`src/rtl/wps_pkg.sv`:
```
// shared types and constants for the windowed prefix servability block
package wps_pkg;

    localparam int MAX_GROUPS   = 8;
    localparam int BITS_W       = 32;
    localparam int WIN_W        = 11;
    localparam int LEN_W        = 11;
    localparam int NUM_WIN_REGS = 4;
    localparam int IDX_W        = 2;

    typedef logic [WIN_W-1:0] win_t;
    typedef logic [IDX_W-1:0] reg_idx_t;

    // classified chunk handed from front to back
    typedef struct packed {
        logic [MAX_GROUPS-1:0] present;
        logic                  last;
    } chunk_class_t;

    // one result request
    typedef struct packed {
        logic             servable;
        logic [LEN_W-1:0] prefix_length;
    } result_t;

endpackage

```
`src/rtl/wps_fifo.sv`:
```
// small first-in first-out queue used between the stages
module wps_fifo #(
    parameter int WIDTH = 1,
    parameter int DEPTH = 2
) (
    input  logic             clk,
    input  logic             rst_n,
    input  logic             push,
    input  logic [WIDTH-1:0] din,
    output logic             full,
    input  logic             pop,
    output logic [WIDTH-1:0] dout,
    output logic             empty
);

    localparam int PTR_W = (DEPTH > 1) ? $clog2(DEPTH) : 1;
    localparam int CNT_W = $clog2(DEPTH + 1);
    localparam logic [PTR_W-1:0] LAST_PTR = PTR_W'(DEPTH - 1);

    logic [WIDTH-1:0] mem_reg [DEPTH];
    logic [PTR_W-1:0] wr_ptr_reg, wr_ptr_next;
    logic [PTR_W-1:0] rd_ptr_reg, rd_ptr_next;
    logic [CNT_W-1:0] count_reg, count_next;
    logic             do_push;
    logic             do_pop;

    assign full    = (count_reg == CNT_W'(DEPTH));
    assign empty   = (count_reg == '0);
    assign do_push = push && !full;
    assign do_pop  = pop && !empty;
    assign dout    = mem_reg[rd_ptr_reg];

    always_comb
    begin
        wr_ptr_next = wr_ptr_reg;
        rd_ptr_next = rd_ptr_reg;
        if (do_push)
        begin
            wr_ptr_next = (wr_ptr_reg == LAST_PTR) ? '0 : wr_ptr_reg + PTR_W'(1);
        end
        if (do_pop)
        begin
            rd_ptr_next = (rd_ptr_reg == LAST_PTR) ? '0 : rd_ptr_reg + PTR_W'(1);
        end
        unique case ({do_push, do_pop})
            2'b10:   count_next = count_reg + CNT_W'(1);
            2'b01:   count_next = count_reg - CNT_W'(1);
            default: count_next = count_reg;
        endcase
    end

    always_ff @(posedge clk or negedge rst_n)
    begin
        if (!rst_n)
        begin
            wr_ptr_reg <= '0;
            rd_ptr_reg <= '0;
            count_reg  <= '0;
        end
        else
        begin
            wr_ptr_reg <= wr_ptr_next;
            rd_ptr_reg <= rd_ptr_next;
            count_reg  <= count_next;
        end
    end

    always_ff @(posedge clk)
    begin
        if (do_push)
        begin
            mem_reg[wr_ptr_reg] <= din;
        end
    end

endmodule

```
`src/rtl/wps_front.sv`:
```
// front stage: reduces the found bits of a chunk to one present flag per group
module wps_front #(
    parameter int GROUP_COUNT = 4,
    parameter int RANK_COUNT  = 8
) (
    input  logic [wps_pkg::BITS_W-1:0] chunk_bits,
    input  logic                       last_chunk,
    output wps_pkg::chunk_class_t      chunk_class
);

    import wps_pkg::*;

    logic [MAX_GROUPS-1:0] present;

    for (genvar g = 0; g < MAX_GROUPS; g++)
    begin : g_group
        if (g < GROUP_COUNT)
        begin : g_used
            logic [RANK_COUNT-1:0] found;
            for (genvar r = 0; r < RANK_COUNT; r++)
            begin : g_rank
                localparam int IDX = g * RANK_COUNT + r;
                if (IDX < BITS_W)
                begin : g_in
                    assign found[r] = chunk_bits[IDX];
                end
                else
                begin : g_out
                    // cell beyond the bit field never counts as found
                    assign found[r] = 1'b0;
                end
            end
            assign present[g] = &found;
        end
        else
        begin : g_unused
            assign present[g] = 1'b0;
        end
    end

    assign chunk_class.present = present;
    assign chunk_class.last    = last_chunk;

endmodule

```
`src/rtl/wps_back.sv`:
```
// back stage: run counters, prefix length, window compare and window registers
module wps_back #(
    parameter int GROUP_COUNT = 4,
    parameter int MAX_CHUNKS  = 1024
) (
    input  logic                      clk,
    input  logic                      rst_n,
    input  logic                      wr_en,
    input  wps_pkg::reg_idx_t         wr_index,
    input  wps_pkg::win_t             wr_data,
    input  logic                      in_empty,
    input  wps_pkg::chunk_class_t     in_item,
    output logic                      in_pop,
    input  logic                      out_full,
    output logic                      out_push,
    output wps_pkg::result_t          out_item
);

    import wps_pkg::*;

    localparam int CNT_W = $clog2(MAX_CHUNKS + 1);
    localparam int CMP_W = (CNT_W > WIN_W) ? CNT_W : WIN_W;
    localparam logic [CNT_W-1:0] MAX_CNT = CNT_W'(MAX_CHUNKS);

    win_t             win_reg [NUM_WIN_REGS];
    logic [CNT_W-1:0] run_reg [GROUP_COUNT];
    logic [CNT_W-1:0] run_next [GROUP_COUNT];
    logic [CNT_W-1:0] seen_reg, seen_next;
    logic [CNT_W-1:0] plen;
    logic [CMP_W-1:0] plen_ext;
    logic [GROUP_COUNT-1:0] ok_grp;
    logic             fire;

    assign fire     = !in_empty && !out_full;
    assign in_pop   = fire;
    assign out_push = fire;

    // prefix length including this chunk, held at the ceiling
    assign plen     = (seen_reg == MAX_CNT) ? MAX_CNT : seen_reg + CNT_W'(1);
    assign plen_ext = CMP_W'(plen);

    for (genvar g = 0; g < GROUP_COUNT; g++)
    begin : g_group
        logic [CMP_W-1:0] win;
        logic [CMP_W-1:0] need;
        logic [CNT_W-1:0] run_upd;

        if (g < NUM_WIN_REGS)
        begin : g_reg
            assign win = CMP_W'(win_reg[g]);
        end
        else
        begin : g_whole
            assign win = '0;
        end

        always_comb
        begin
            if (in_item.present[g])
            begin
                run_upd = (run_reg[g] == MAX_CNT) ? run_reg[g] : run_reg[g] + CNT_W'(1);
            end
            else
            begin
                run_upd = '0;
            end
            // zero or oversized window means the whole prefix
            need      = ((win == '0) || (win > plen_ext)) ? plen_ext : win;
            ok_grp[g] = (CMP_W'(run_upd) >= need);
            if (fire)
            begin
                run_next[g] = in_item.last ? '0 : run_upd;
            end
            else
            begin
                run_next[g] = run_reg[g];
            end
        end
    end

    always_comb
    begin
        if (fire)
        begin
            seen_next = in_item.last ? '0 : plen;
        end
        else
        begin
            seen_next = seen_reg;
        end
        out_item.servable      = &ok_grp;
        out_item.prefix_length = plen_ext[LEN_W-1:0];
    end

    always_ff @(posedge clk or negedge rst_n)
    begin
        if (!rst_n)
        begin
            seen_reg <= '0;
            for (int g = 0; g < GROUP_COUNT; g++)
            begin
                run_reg[g] <= '0;
            end
            for (int i = 0; i < NUM_WIN_REGS; i++)
            begin
                win_reg[i] <= '0;
            end
        end
        else
        begin
            seen_reg <= seen_next;
            for (int g = 0; g < GROUP_COUNT; g++)
            begin
                run_reg[g] <= run_next[g];
            end
            if (wr_en)
            begin
                win_reg[wr_index] <= wr_data;
            end
        end
    end

endmodule

```
`src/rtl/windowed_prefix_servability.sv`:
```
// top level of the windowed prefix servability block
//
// takes one cache chunk per request, a found bit for each (group, rank) cell,
// and returns one result per chunk: whether the prefix ending at that chunk
// can be served by every group, and the prefix length in chunks (saturating
// at MAX_CHUNKS). a group holds a chunk only when all its ranks are found;
// each group keeps a run of consecutive held chunks and must cover
// min(window, prefix length), window 0 meaning the whole prefix. a request
// with last_chunk set closes the query and clears runs and length after its
// result. throughput is one chunk per clock while results are popped; a
// result reaches the result ports once the classify queue has registered
// its chunk and the counter stage then writes its result straight into the
// result queue. both queues are two deep, so either side can stall on its
// own. window registers are written through wr_en/wr_index/wr_data; the
// user must do so only while the block is idle; the block does not check
module windowed_prefix_servability #(
    parameter int GROUP_COUNT = 4,
    parameter int RANK_COUNT  = 8,
    parameter int MAX_CHUNKS  = 1024
) (
    input  logic                       clk,
    input  logic                       rst_n,
    // chunk request side
    input  logic                       push,
    output logic                       full,
    input  logic [wps_pkg::BITS_W-1:0] chunk_bits,
    input  logic                       last_chunk,
    // result side
    output logic                       empty,
    input  logic                       pop,
    output logic                       servable,
    output logic [wps_pkg::LEN_W-1:0]  prefix_length,
    // window register writes
    input  logic                       wr_en,
    input  wps_pkg::reg_idx_t          wr_index,
    input  wps_pkg::win_t              wr_data
);

    import wps_pkg::*;

    localparam int QUEUE_DEPTH = 2;

    chunk_class_t front_class;
    chunk_class_t mid_item;
    logic         mid_empty;
    logic         mid_pop;
    result_t      back_result;
    result_t      out_item;
    logic         out_full;
    logic         out_push;

    // group presence from the raw found bits
    wps_front #(
        .GROUP_COUNT (GROUP_COUNT),
        .RANK_COUNT  (RANK_COUNT)
    ) u_front (
        .chunk_bits  (chunk_bits),
        .last_chunk  (last_chunk),
        .chunk_class (front_class)
    );

    // decouples classification from the counter stage
    wps_fifo #(
        .WIDTH ($bits(chunk_class_t)),
        .DEPTH (QUEUE_DEPTH)
    ) u_mid_queue (
        .clk   (clk),
        .rst_n (rst_n),
        .push  (push),
        .din   (front_class),
        .full  (full),
        .pop   (mid_pop),
        .dout  (mid_item),
        .empty (mid_empty)
    );

    // run counters, prefix length and window compare
    wps_back #(
        .GROUP_COUNT (GROUP_COUNT),
        .MAX_CHUNKS  (MAX_CHUNKS)
    ) u_back (
        .clk      (clk),
        .rst_n    (rst_n),
        .wr_en    (wr_en),
        .wr_index (wr_index),
        .wr_data  (wr_data),
        .in_empty (mid_empty),
        .in_item  (mid_item),
        .in_pop   (mid_pop),
        .out_full (out_full),
        .out_push (out_push),
        .out_item (back_result)
    );

    // finished results wait here until popped
    wps_fifo #(
        .WIDTH ($bits(result_t)),
        .DEPTH (QUEUE_DEPTH)
    ) u_out_queue (
        .clk   (clk),
        .rst_n (rst_n),
        .push  (out_push),
        .din   (back_result),
        .full  (out_full),
        .pop   (pop),
        .dout  (out_item),
        .empty (empty)
    );

    assign servable      = out_item.servable;
    assign prefix_length = out_item.prefix_length;

endmodule
```
`config.mk`:
```
export PLATFORM = sky130hd
export DESIGN_NAME = windowed_prefix_servability
export DESIGN_NICKNAME = d
export VERILOG_FILES = /design/src/rtl/wps_pkg.sv /design/src/rtl/wps_fifo.sv /design/src/rtl/wps_front.sv /design/src/rtl/wps_back.sv /design/src/rtl/windowed_prefix_servability.sv
export SDC_FILE = /design/constraint.sdc
export NUM_CORES = 1
export LEC_CHECK = 0
export BUFFER_PORTS_ARGS = -buffer_cell sky130_fd_sc_hd__buf_2
export CORE_UTILIZATION = 56
export DETAILED_ROUTE_END_ITERATION = 8
export GPL_ROUTABILITY_DRIVEN = 0
export GPL_TIMING_DRIVEN = 0
export PLACE_DENSITY = 0.87
export SETUP_SLACK_MARGIN = 0.02
export SLEW_MARGIN = 0
export SYNTH_ARGS = -nofsm -noshare
export SYNTH_HDL_FRONTEND = slang
export SYNTH_SLANG_ARGS = --single-unit
```
`constraint.sdc`:
```
create_clock -name clk -period 4.7 [get_ports clk]
set_input_delay 0.705 -clock clk [delete_from_list [all_inputs] [get_ports clk]]
set_output_delay 0.705 -clock clk [all_outputs]
set_load 0.05 [all_outputs]
```
# After elaboration in Yosys (flattened, before gate mapping)

Memory sizes are Yosys's and may differ from the RTL's.
Cells that the tools add are included.

Add/subtract/negate cells: 13
Order comparisons: 10
Eq/ne operators: 11
Multiplexer cells: 31
Bitwise logic cells: 1
Reduce and logical (&&, ||, !) cells: 27

Operators with widths:

| operator                                                              | number |
|---|---|
| 11-bit two-way mux                                                    | 19 |
| 11-bit by 1-bit adder with 11-bit output (second input constant)      | 5 |
| 11-bit == test (second input constant)                                | 5 |
| 44-bit bitwise mux                                                    | 1 |
| 11-bit greater-or-equal comparator                                    | 4 |
| 11-bit greater-than comparator                                        | 4 |
| 11-bit logical NOT                                                    | 4 |
| 8-bit AND reduction                                                   | 4 |
| 11-bit demux with 2-bit select                                        | 1 |
| 2-bit == test (second input constant)                                 | 4 |
| 1-bit two-way mux                                                     | 8 |
| 2-bit case mux with 2 select lines                                    | 2 |
| 1-bit logical AND                                                     | 6 |
| 1-bit adder (second input constant)                                   | 4 |
| 2-bit by 1-bit adder with 2-bit output (second input constant)        | 2 |
| 2-bit by 1-bit == test with 1-bit output (second input constant)      | 2 |
| 1-bit logical NOT                                                     | 4 |
| 2-bit logical NOT                                                     | 2 |
| 1-bit logical OR                                                      | 4 |
| 4-bit AND reduction                                                   | 1 |
| 2-bit nonzero test                                                    | 2 |
| 2-bit by 1-bit subtractor with 2-bit output (second input constant)   | 2 |
| 3-bit greater-or-equal comparator (second input constant)             | 1 |
| 3-bit by 1-bit < comparator with 1-bit output (second input constant) | 1 |
| 2-bit inverter with 3-bit output                                      | 1 |

Bits in registers: 107
RAM bits: 34
Input bits: 51
Output and inout port bits: 14
Word-level logic and storage cells: 110
Memories kept: 2

Memory list:

| name                | words | bits a word | rd ports | clocked after Yosys merged registers in | wr ports | line           | source |
|---|---|---|---|---|---|---|---|
| u_out_queue.mem_reg | 2     | 12          | 1        | 0                                       | 1        | wps_fifo.sv:20 | `logic [WIDTH-1:0] mem_reg [DEPTH];` |
| u_mid_queue.mem_reg | 2     | 5           | 1        | 0                                       | 1        | wps_fifo.sv:20 |  |

# Depth between registers and ports, before layout

Gate-level depths: netlist of the first run.

Depth after elaboration: 7
Mapped depth: 20
Gate-level depth less buffers: 18

# Hierarchy

Synthesis of the first run repeated with hierarchy kept, for this count alone.

Cells, all modules: 941
Area total of the unflattened synthesis: 9763.1 sq um

By module, submodules not included:

| module                 | instances | cells an instance | area each (sq um) | sequential area each (sq um) |
|---|---|---|---|---|
| wps_back               | 1         | 822               | 7747.4            | 2477.4 |
| wps_fifo (u_out_queue) | 1         | 55                | 1063.5            | 820.8 |
| wps_fifo (u_mid_queue) | 1         | 46                | 845.8             | 640.6 |
| wps_front              | 1         | 18                | 106.4             | 0.0 |

# Worst setup path after synthesis of the first run

No wires, ideal clock.

Kind: register to register
From: register u_back.seen_reg[0]
To: memory u_out_queue.mem_reg[0][11] (netlist name), data pin
Setup time: 0.259 ns
Arrival time: 4.116 ns
Required time: 4.441 ns
Setup slack: 0.325 ns
Cell stages (with the launch flop): 19
Buffers on the path: 1
Clock period less this slack: 4.375 ns
Cells stage by stage: dfrtp_1 -> ha_1 -> nand3_1 -> nor3_2 -> nand3_1 -> xnor2_1 -> inv_1 -> ha_1 -> nand4_1 -> nor3_1 -> o21bai_1 -> o311a_1 -> buf_2 -> mux2i_1 -> ha_1 -> a2111oi_0 -> o31a_1 -> a211oi_1 -> and4_1

RTL lines:

| element                  | line            | source |
|---|---|---|
| start: declaration       | wps_back.sv:28  | `logic [CNT_W-1:0] seen_reg, seen_next;` |
| start signal: assignment | wps_back.sv:111 | `seen_reg <= seen_next;` |
| end: declaration         | wps_fifo.sv:20  |  |

==> results.sh, run 1 <==
export IMPL_status="complete, but fails checks"
export IMPL_violations="design-rule violations, negative setup slack"
export IMPL_cp_required_ns=4.89
export IMPL_grt_usage_pct=32.6
export IMPL_via_per_inst=7.10
export IMPL_grt_pass1_vias=8151
export IMPL_initial_core_util_pct=57.9
export IMPL_yosys_area_share_simple_pct=15.6
export IMPL_skew_ns=0.0113
export IMPL_tns_ns=-0.591
export IMPL_critical_path_class="flop to flop"
export IMPL_dp_final_hpwl_um=17800
export IMPL_clock_latency_ns=0.45
export IMPL_finalWorstSetupSlack_ns=-0.296
export IMPL_port_buffers=64
export IMPL_peakVddDrop_mv=0.401
export IMPL_synthXorXnorAreaFrac_pct=4.71
export IMPL_hold_violations=0
export IMPL_top_level_ports=65
export IMPL_die_area_sq_um=17100
export IMPL_antenna_found_initial=1
export IMPL_area_delta_synth_final_pct=19.4
export IMPL_synth_top_family_by_area="simple AND/OR/NAND/NOR gates"
export IMPL_ys_warn_count=0
export IMPL_synth_cell_types=57
export IMPL_grt_max_degree=73
export IMPL_preCtsSetupSlack_ns=-1.02
export IMPL_synth_top_area_share_pct=28.8
export IMPL_via_count=8739
export IMPL_synthCells=901
export IMPL_p_leak_nw=4.72
export IMPL_final_min_clock_period_ns=5.00
export IMPL_layout_nets=1152
export IMPL_antenna_left=0
export IMPL_synth_seq_area_share_pct=39.8
export IMPL_ys_ff_latch=141
export IMPL_hold_slack_ns=0.222
export IMPL_postSynthAreaPerCell_sq_um=10.3
export IMPL_drv_slew=0
export IMPL_die_w_um=131
export IMPL_muxShareOfSynthArea_pct=11.6
export IMPL_min_path_type="primary input to async pin"
export IMPL_die_height_um=131
export IMPL_crit_fanout=7
export IMPL_wl_per_cell_um=24.4
export IMPL_core_sq_um=16100
export IMPL_drv_cap=0
export IMPL_rr_endpoint="u_out_queue.mem_reg[1][11]"
export IMPL_ys_async_sr_fraction_pct=75.9
export IMPL_cts_buffers=17
export IMPL_yosysTopAreaCell="dfrtp_1"
export IMPL_synth_area_top_cells="dfrtp_1, ha_1, edfxtp_1, mux2_2, mux2i_1"
export IMPL_drcViolationCount=1
export IMPL_syn_area_sq_um=9300
export IMPL_synthAdderAreaFrac_pct=13.4
export IMPL_clk_path_buf_depth=2
export IMPL_clock_fmax_mhz=200
export IMPL_drive_above_1_share_pct=24.1
export IMPL_setup_viol=2
export IMPL_cts_tree="done"
export IMPL_root_buffer="clkbuf_16"
export IMPL_drt_iter0_markers=1273
export IMPL_grt_pass1_wl_um=42000
export IMPL_critPathLaunchType="flop"
export IMPL_clock_sinks=141
export IMPL_synth_edf_count=34
export IMPL_n_antenna_cell=0
export IMPL_slew_limit_headroom_pct=31.9
export IMPL_synth_nets=1052
export IMPL_first_pass_iters=9
export IMPL_worst_pin_slew_ns=1.02
export IMPL_critPathCaptureType="flop"
export IMPL_h_tree_depth=4
export IMPL_ff2ff_setup_slack_ns=-0.30
export IMPL_cp_arrival_ns=5.19
export IMPL_rr_startpoint="u_back.seen_reg[2]"
export IMPL_cts_hold_buf=0
export IMPL_reg2reg_depth=18
export IMPL_power_density_nw_per_um2=557
export IMPL_synth_compound_area_share_pct=11.9
export IMPL_timing_final_crit_share_pct=106
export IMPL_ys_flop_type="dfrtp_1"
export IMPL_wl_um=30000
export IMPL_path_clk_slew_ns=0.06
export IMPL_grt_overflow_total=0
export IMPL_rows=46
-- through the flow --
| stage | utilization [%] | cell area [sq um] | std cells | total power [mW] |
|---|---|---|---|---|
| finish | 69.2 | 11100 | 1230 | 6.19 |
| floorplan | - | 9300 | 901 | 3.57 |
| detailed placement | 61.8 | 9920 | 1182 | 4.29 |
| CTS | 67.0 | 10800 | 1217 | 5.77 |
| global placement | 61.6 | 9890 | 1181 | 4.15 |
| global route | 69.2 | 11100 | 1230 | 6.45 |
-- cells in the final DEF (no fill, tap or decap), types with 5 or more instances in the layout --
cell type / Yosys / routed
nand2_1: 42 / 42
nor2b_1: 5 / 5
a22oi_1: 5 / 5
a22o_1: 24 / 24
a21oi_1: 36 / 34
and3_1: 13 / 12
a21o_1: 7 / 7
nand2b_1: 17 / 17
xor2_1: 24 / 22
nor4_1: 15 / 14
a211oi_1: 13 / 8
o21ai_0: 46 / 44
buf_2: 5 / 64
nor3_1: 18 / 12
clkinv_4: 0 / 5
buf_4: 0 / 18
xnor2_1: 26 / 20
mux2i_1: 38 / 35
mux2_2: 62 / 62
dfrtp_1: 107 / 103
nor3_2: 2 / 5
ha_1: 100 / 97
nand3_1: 39 / 35
nand3b_1: 7 / 7
nor2_1: 61 / 60
inv_1: 38 / 32
nand4_1: 23 / 23
clkbuf_16: 0 / 20
edfxtp_1: 34 / 34
clkbuf_1: 27 / 25
-- report_power, final --
| part | total (mW) | internal [mW] | switching [mW] |
|---|---|---|---|
| Sequential | 1.83 | 1.56 | 0.262 |
| Clock | 1.44 | 0.878 | 0.562 |
| Combinational | 2.92 | 1.06 | 1.86 |
-- cell usage after synthesis (all sizes together) (5+ instances only) --
cell type  count
nand2         42
ha           100
and3          13
nand2b        17
mux2          62
a211oi        13
xnor2         26
clkbuf        27
a21o           7
inv           38
nand3         39
nor4          16
a21oi         36
edfxtp        34
dfrtp        107
o311ai         5
o21ai         47
buf            7
nor2b          5
nand4         23
nand3b         7
a22o          24
nor3          20
and2           5
nor2          61
a22oi          5
mux2i         38
xor2          24
-- cells by family (layout without fill, tap and decap cells) --
family | Yosys count | in the layout
multiplexers | 100 | 100
adder cells (fa/ha/maj) | 100 | 100
XOR/XNOR | 50 | 50
buffers and inverters | 72 | 185
flip-flops | 141 | 141
AND/OR/NAND/NOR | 271 | 271
AO/OA/AOI/OAI | 167 | 167
-- routing by layer --
metal	track usage [%]	share of wire [%]	vias up	routed length, um
li1	-	-	3562	-
met1	38.3	34	4094	10200
met2	53.8	46	769	13800
met3	7.37	11	314	3440
met4	20.8	8.7	0	2620
met5	0	0	-	0
-- worst max-delay path by stage --
stage	from	endpoint	slack (ns)	cells after the start
2_1_floorplan	u_back.seen_reg[0]	u_out_queue.mem_reg[0][11]	0.32	18
3_3_place_gp	u_back.seen_reg[0]	u_out_queue.mem_reg[0][11]	-0.81	18
3_5_place_dp	u_back.seen_reg[0]	u_out_queue.mem_reg[0][11]	-1.02	18
4_1_cts	u_back.seen_reg[0]	u_out_queue.mem_reg[1][11]	0.02	19
5_1_grt	u_back.seen_reg[1]	u_out_queue.mem_reg[0][11]	-0.42	19
6_report	u_back.seen_reg[2]	u_out_queue.mem_reg[1][11]	-0.30	18
-- timing repair --
| action | 4_1_cts | 5_1_grt |
|---|---|---|
| setup endpoints to repair | 2 | 2 |
| gates resized for setup | 34 | 52 |
| pin swaps | 4 | 15 |
| buffers inserted | 5 | 14 |
-- area by class of cell --
class / instances / area (sq um)
Tap cell: 216 / 270
Timing Repair Buffer: 84 / 522
Buffer: 31 / 144
Multi-Input combinational cell: 688 / 5690
Sequential cell: 141 / 3700
Inverter: 38 / 149
Clock buffer: 21 / 504
Clock inverter: 11 / 128
Fill cell: 1013 / 4950
-- critical path: stages (launching register included) --
cell and delay, ns:
dfrtp_2 0.50, nand3_1 0.42, nor3_4 0.39, xor2_2 0.29, inv_1 0.23, ha_1 0.39
nand3_2 0.13, nor4_4 0.36, nor2_2 0.12, nor3_2 0.23, buf_6 0.18, buf_12 0.11
a2bb2oi_1 0.19, ha_1 0.29, o21ai_0 0.20, nor2_1 0.08, o311ai_1 0.27, nand3_1 0.16
and4_4 0.20
Note: power is estimated with default switching activity, not from simulation.
==> run 2, diff against run 1 <==
--- a/config.mk
+++ b/config.mk
@@ -10,9 +10,10 @@
 export DETAILED_ROUTE_END_ITERATION = 8
 export GPL_ROUTABILITY_DRIVEN = 0
 export GPL_TIMING_DRIVEN = 0
-export PLACE_DENSITY = 0.87
+export PLACE_DENSITY = 0.85
 export SETUP_SLACK_MARGIN = 0.02
 export SLEW_MARGIN = 0
 export SYNTH_ARGS = -nofsm -noshare
 export SYNTH_HDL_FRONTEND = slang
 export SYNTH_SLANG_ARGS = --single-unit
+export TNS_END_PERCENT = 10
==> run 2 against run 1 <==
  * Critical path depth stayed put
  * Non-clock buffer count is 6 higher
  * Die area stayed put
  * Critical path type unchanged
  * Clock-buffer cell count stayed put
  * Combinational power hardly changed
  * Worst hold slack better by 0.088 ns
  * Critical endpoint unchanged
  * Largest cell class unchanged
  * The run ends with negative setup slack left
  * Register-to-register slack worse by 0.37 ns
  * Setup slack worse by 0.37 ns
  * Via count is 2.8% lower
  * Sequential cell count stayed put
==> results.sh, run 2 (same netlist as run 1, synthesis figures left out) <==
export IMPL_status="complete, but fails checks"
export IMPL_violations="negative setup slack"
export IMPL_power_density_nw_per_um2=559
export IMPL_wl_per_cell_um=23.9
export IMPL_peakVddDrop_mv=0.386
export IMPL_busiest_layer="met2"
export IMPL_via_per_inst=6.87
export IMPL_p_seq_share_pct=29.1
export IMPL_worst_pin_slew_ns=0.982
export IMPL_setup_viol=2
export IMPL_cts_hold_buf=0
export IMPL_grtUsageMet3_pct=7.70
export IMPL_grt_overflow_total=0
export IMPL_area_delta_synth_final_pct=20.0
export IMPL_p_leak_nw=4.72
export IMPL_clock_latency_ns=0.45
export IMPL_hold_slack_ns=0.310
export IMPL_n_antenna_cell=0
export IMPL_min_path_type="primary input to async pin"
export IMPL_skew_ns=0.0124
export IMPL_h_tree_depth=4
export IMPL_hold_violations=0
export IMPL_grt_max_degree=57
export IMPL_drt_iter0_markers=1250
export IMPL_cp_arrival_ns=5.57
export IMPL_rr_startpoint="u_back.seen_reg[0]"
export IMPL_cts_buffers=17
export IMPL_swShare_pct=42.9
export IMPL_clock_sinks=141
export IMPL_final_min_clock_period_ns=5.37
export IMPL_clk_path_buf_depth=2
export IMPL_cts_tree="done"
export IMPL_grt_usage_pct=31.5
export IMPL_layout_nets=1158
export IMPL_power_frac_clock_pct=23.7
export IMPL_grt_pass1_vias=7894
export IMPL_port_buffers=64
export IMPL_totalPowerFinal_mw=6.24
export IMPL_cp_required_ns=4.90
export IMPL_dp_final_hpwl_um=17600
export IMPL_die_height_um=131
export IMPL_slew_limit_headroom_pct=34.3
export IMPL_crit_fanout=6
export IMPL_met1_usage_pct=37.6
export IMPL_clock_fmax_mhz=186
export IMPL_final_util_pct=69.5
export IMPL_preCtsSetupSlack_ns=-0.986
export IMPL_p_sw_mw=2.68
export IMPL_top_level_ports=65
export IMPL_ff2ff_setup_slack_ns=-0.67
export IMPL_die_w_um=131
export IMPL_intPower_mw=3.57
export IMPL_first_pass_iters=7
export IMPL_wl_um=29600
export IMPL_rr_endpoint="u_out_queue.mem_reg[1][11]"
export IMPL_via_count=8497
export IMPL_antenna_left=0
export IMPL_drcViolationCount=0
export IMPL_core_sq_um=16100
export IMPL_die_area_sq_um=17100
export IMPL_antenna_found_initial=0
export IMPL_mostFrequentLayoutCells="dfrtp_1, ha_1, buf_2"
export IMPL_drv_cap=0
export IMPL_drive_above_1_share_pct=24.9
export IMPL_combPwrFrac_pct=47.2
export IMPL_met2_usage_pct=51.9
export IMPL_critPathLaunchType="flop"
export IMPL_timing_final_crit_share_pct=114
export IMPL_initial_core_util_pct=57.9
export IMPL_reg2reg_depth=18
export IMPL_final_common_cell="dfrtp_1"
export IMPL_rows=46
export IMPL_critPathCaptureType="flop"
export IMPL_finalWorstSetupSlack_ns=-0.671
export IMPL_drv_slew=0
export IMPL_grt_pass1_wl_um=40500
export IMPL_critical_path_class="flop to flop"
export IMPL_root_buffer="clkbuf_16"
export IMPL_path_clk_slew_ns=0.06
[run 2: changes by cell type in the layout (fill, tap and decap cells not counted), moves of 4 or more]
cell      delta
ha_4         +4
ha_1         -4
clkinv_4     -4
buf_4        +6
[run 2: worst max-delay path by stage]
stage | startpoint | end | slack, ns | cells past startpoint
after floorplan | u_back.seen_reg[0] | u_out_queue.mem_reg[0][11] | 0.32 | 18
after global placement | u_back.seen_reg[0] | u_out_queue.mem_reg[0][11] | -0.85 | 18
after detailed placement | u_back.seen_reg[0] | u_out_queue.mem_reg[0][11] | -0.99 | 19
after CTS | u_back.seen_reg[0] | u_out_queue.mem_reg[1][11] | 0.03 | 19
after global routing | u_back.seen_reg[0] | u_out_queue.mem_reg[0][11] | -0.89 | 19
final | u_back.seen_reg[0] | u_out_queue.mem_reg[1][11] | -0.67 | 18
[run 2: layout make-up]
| cell class | instances | area (sq um) |
|---|---|---|
| plain buffers | 31 | 144 |
| multi-input cells | 688 | 5710 |
| clock inverters | 11 | 164 |
| repair buffers | 90 | 554 |
| flip-flops and latches | 141 | 3710 |
| fillers | 1003 | 4890 |
| clock buffers | 21 | 472 |
| well taps | 216 | 270 |
| inverters | 38 | 149 |
[run 2: repair_timing]
item,CTS,global route
gates resized for setup,35,50
setup endpoints to repair,2,2
endpoints found under the hold margin,0,0
setup buffers,7,18
pin swaps,7,19
[run 2: power groups by stage]
| stage | clock [mW] | sequential (mW) | combinational [mW] |
|---|---|---|---|
| final | 1.48 | 1.82 | 2.94 |
| after global routing | 1.52 | 1.84 | 3.15 |
| after CTS | 1.45 | 1.78 | 2.56 |
| after detailed placement | 0 | 1.80 | 2.48 |
| after global placement | 0 | 1.78 | 2.38 |
| after floorplan | 0 | 1.72 | 1.85 |
[run 2: per-layer routing]
metal | vias up | wire length (um)
li1 | 3575 | -
met1 | 4011 | 10600
met2 | 661 | 13100
met3 | 248 | 3330
met4 | 2 | 2520
met5 | - | 55
[run 2: per-stage QoR]
stage	instance area [sq um]	TNS, ns	cells
after floorplan	9300	0	901
after global placement	9890	-1.69	1181
after detailed placement	9920	-1.97	1182
after CTS	10800	0	1218
after global routing	11200	-1.79	1236
final	11200	-1.34	1236
[run 2: critical path, cell delays in order, from the launching register on]
cell and delay, ns:
dfrtp_2 0.47, inv_1 0.17, ha_1 0.36, nor4b_4 0.37, nand4b_1 0.30, and2_4 0.28
clkinvlp_4 0.17, ha_1 0.29, a21oi_1 0.16, a211oi_1 0.11, a2111oi_2 0.38, or2_2 0.26
a22o_1 0.38, ha_1 0.31, nand2b_1 0.16, a211o_1 0.32, a21oi_1 0.14, o21ai_0 0.21
and4_4 0.28
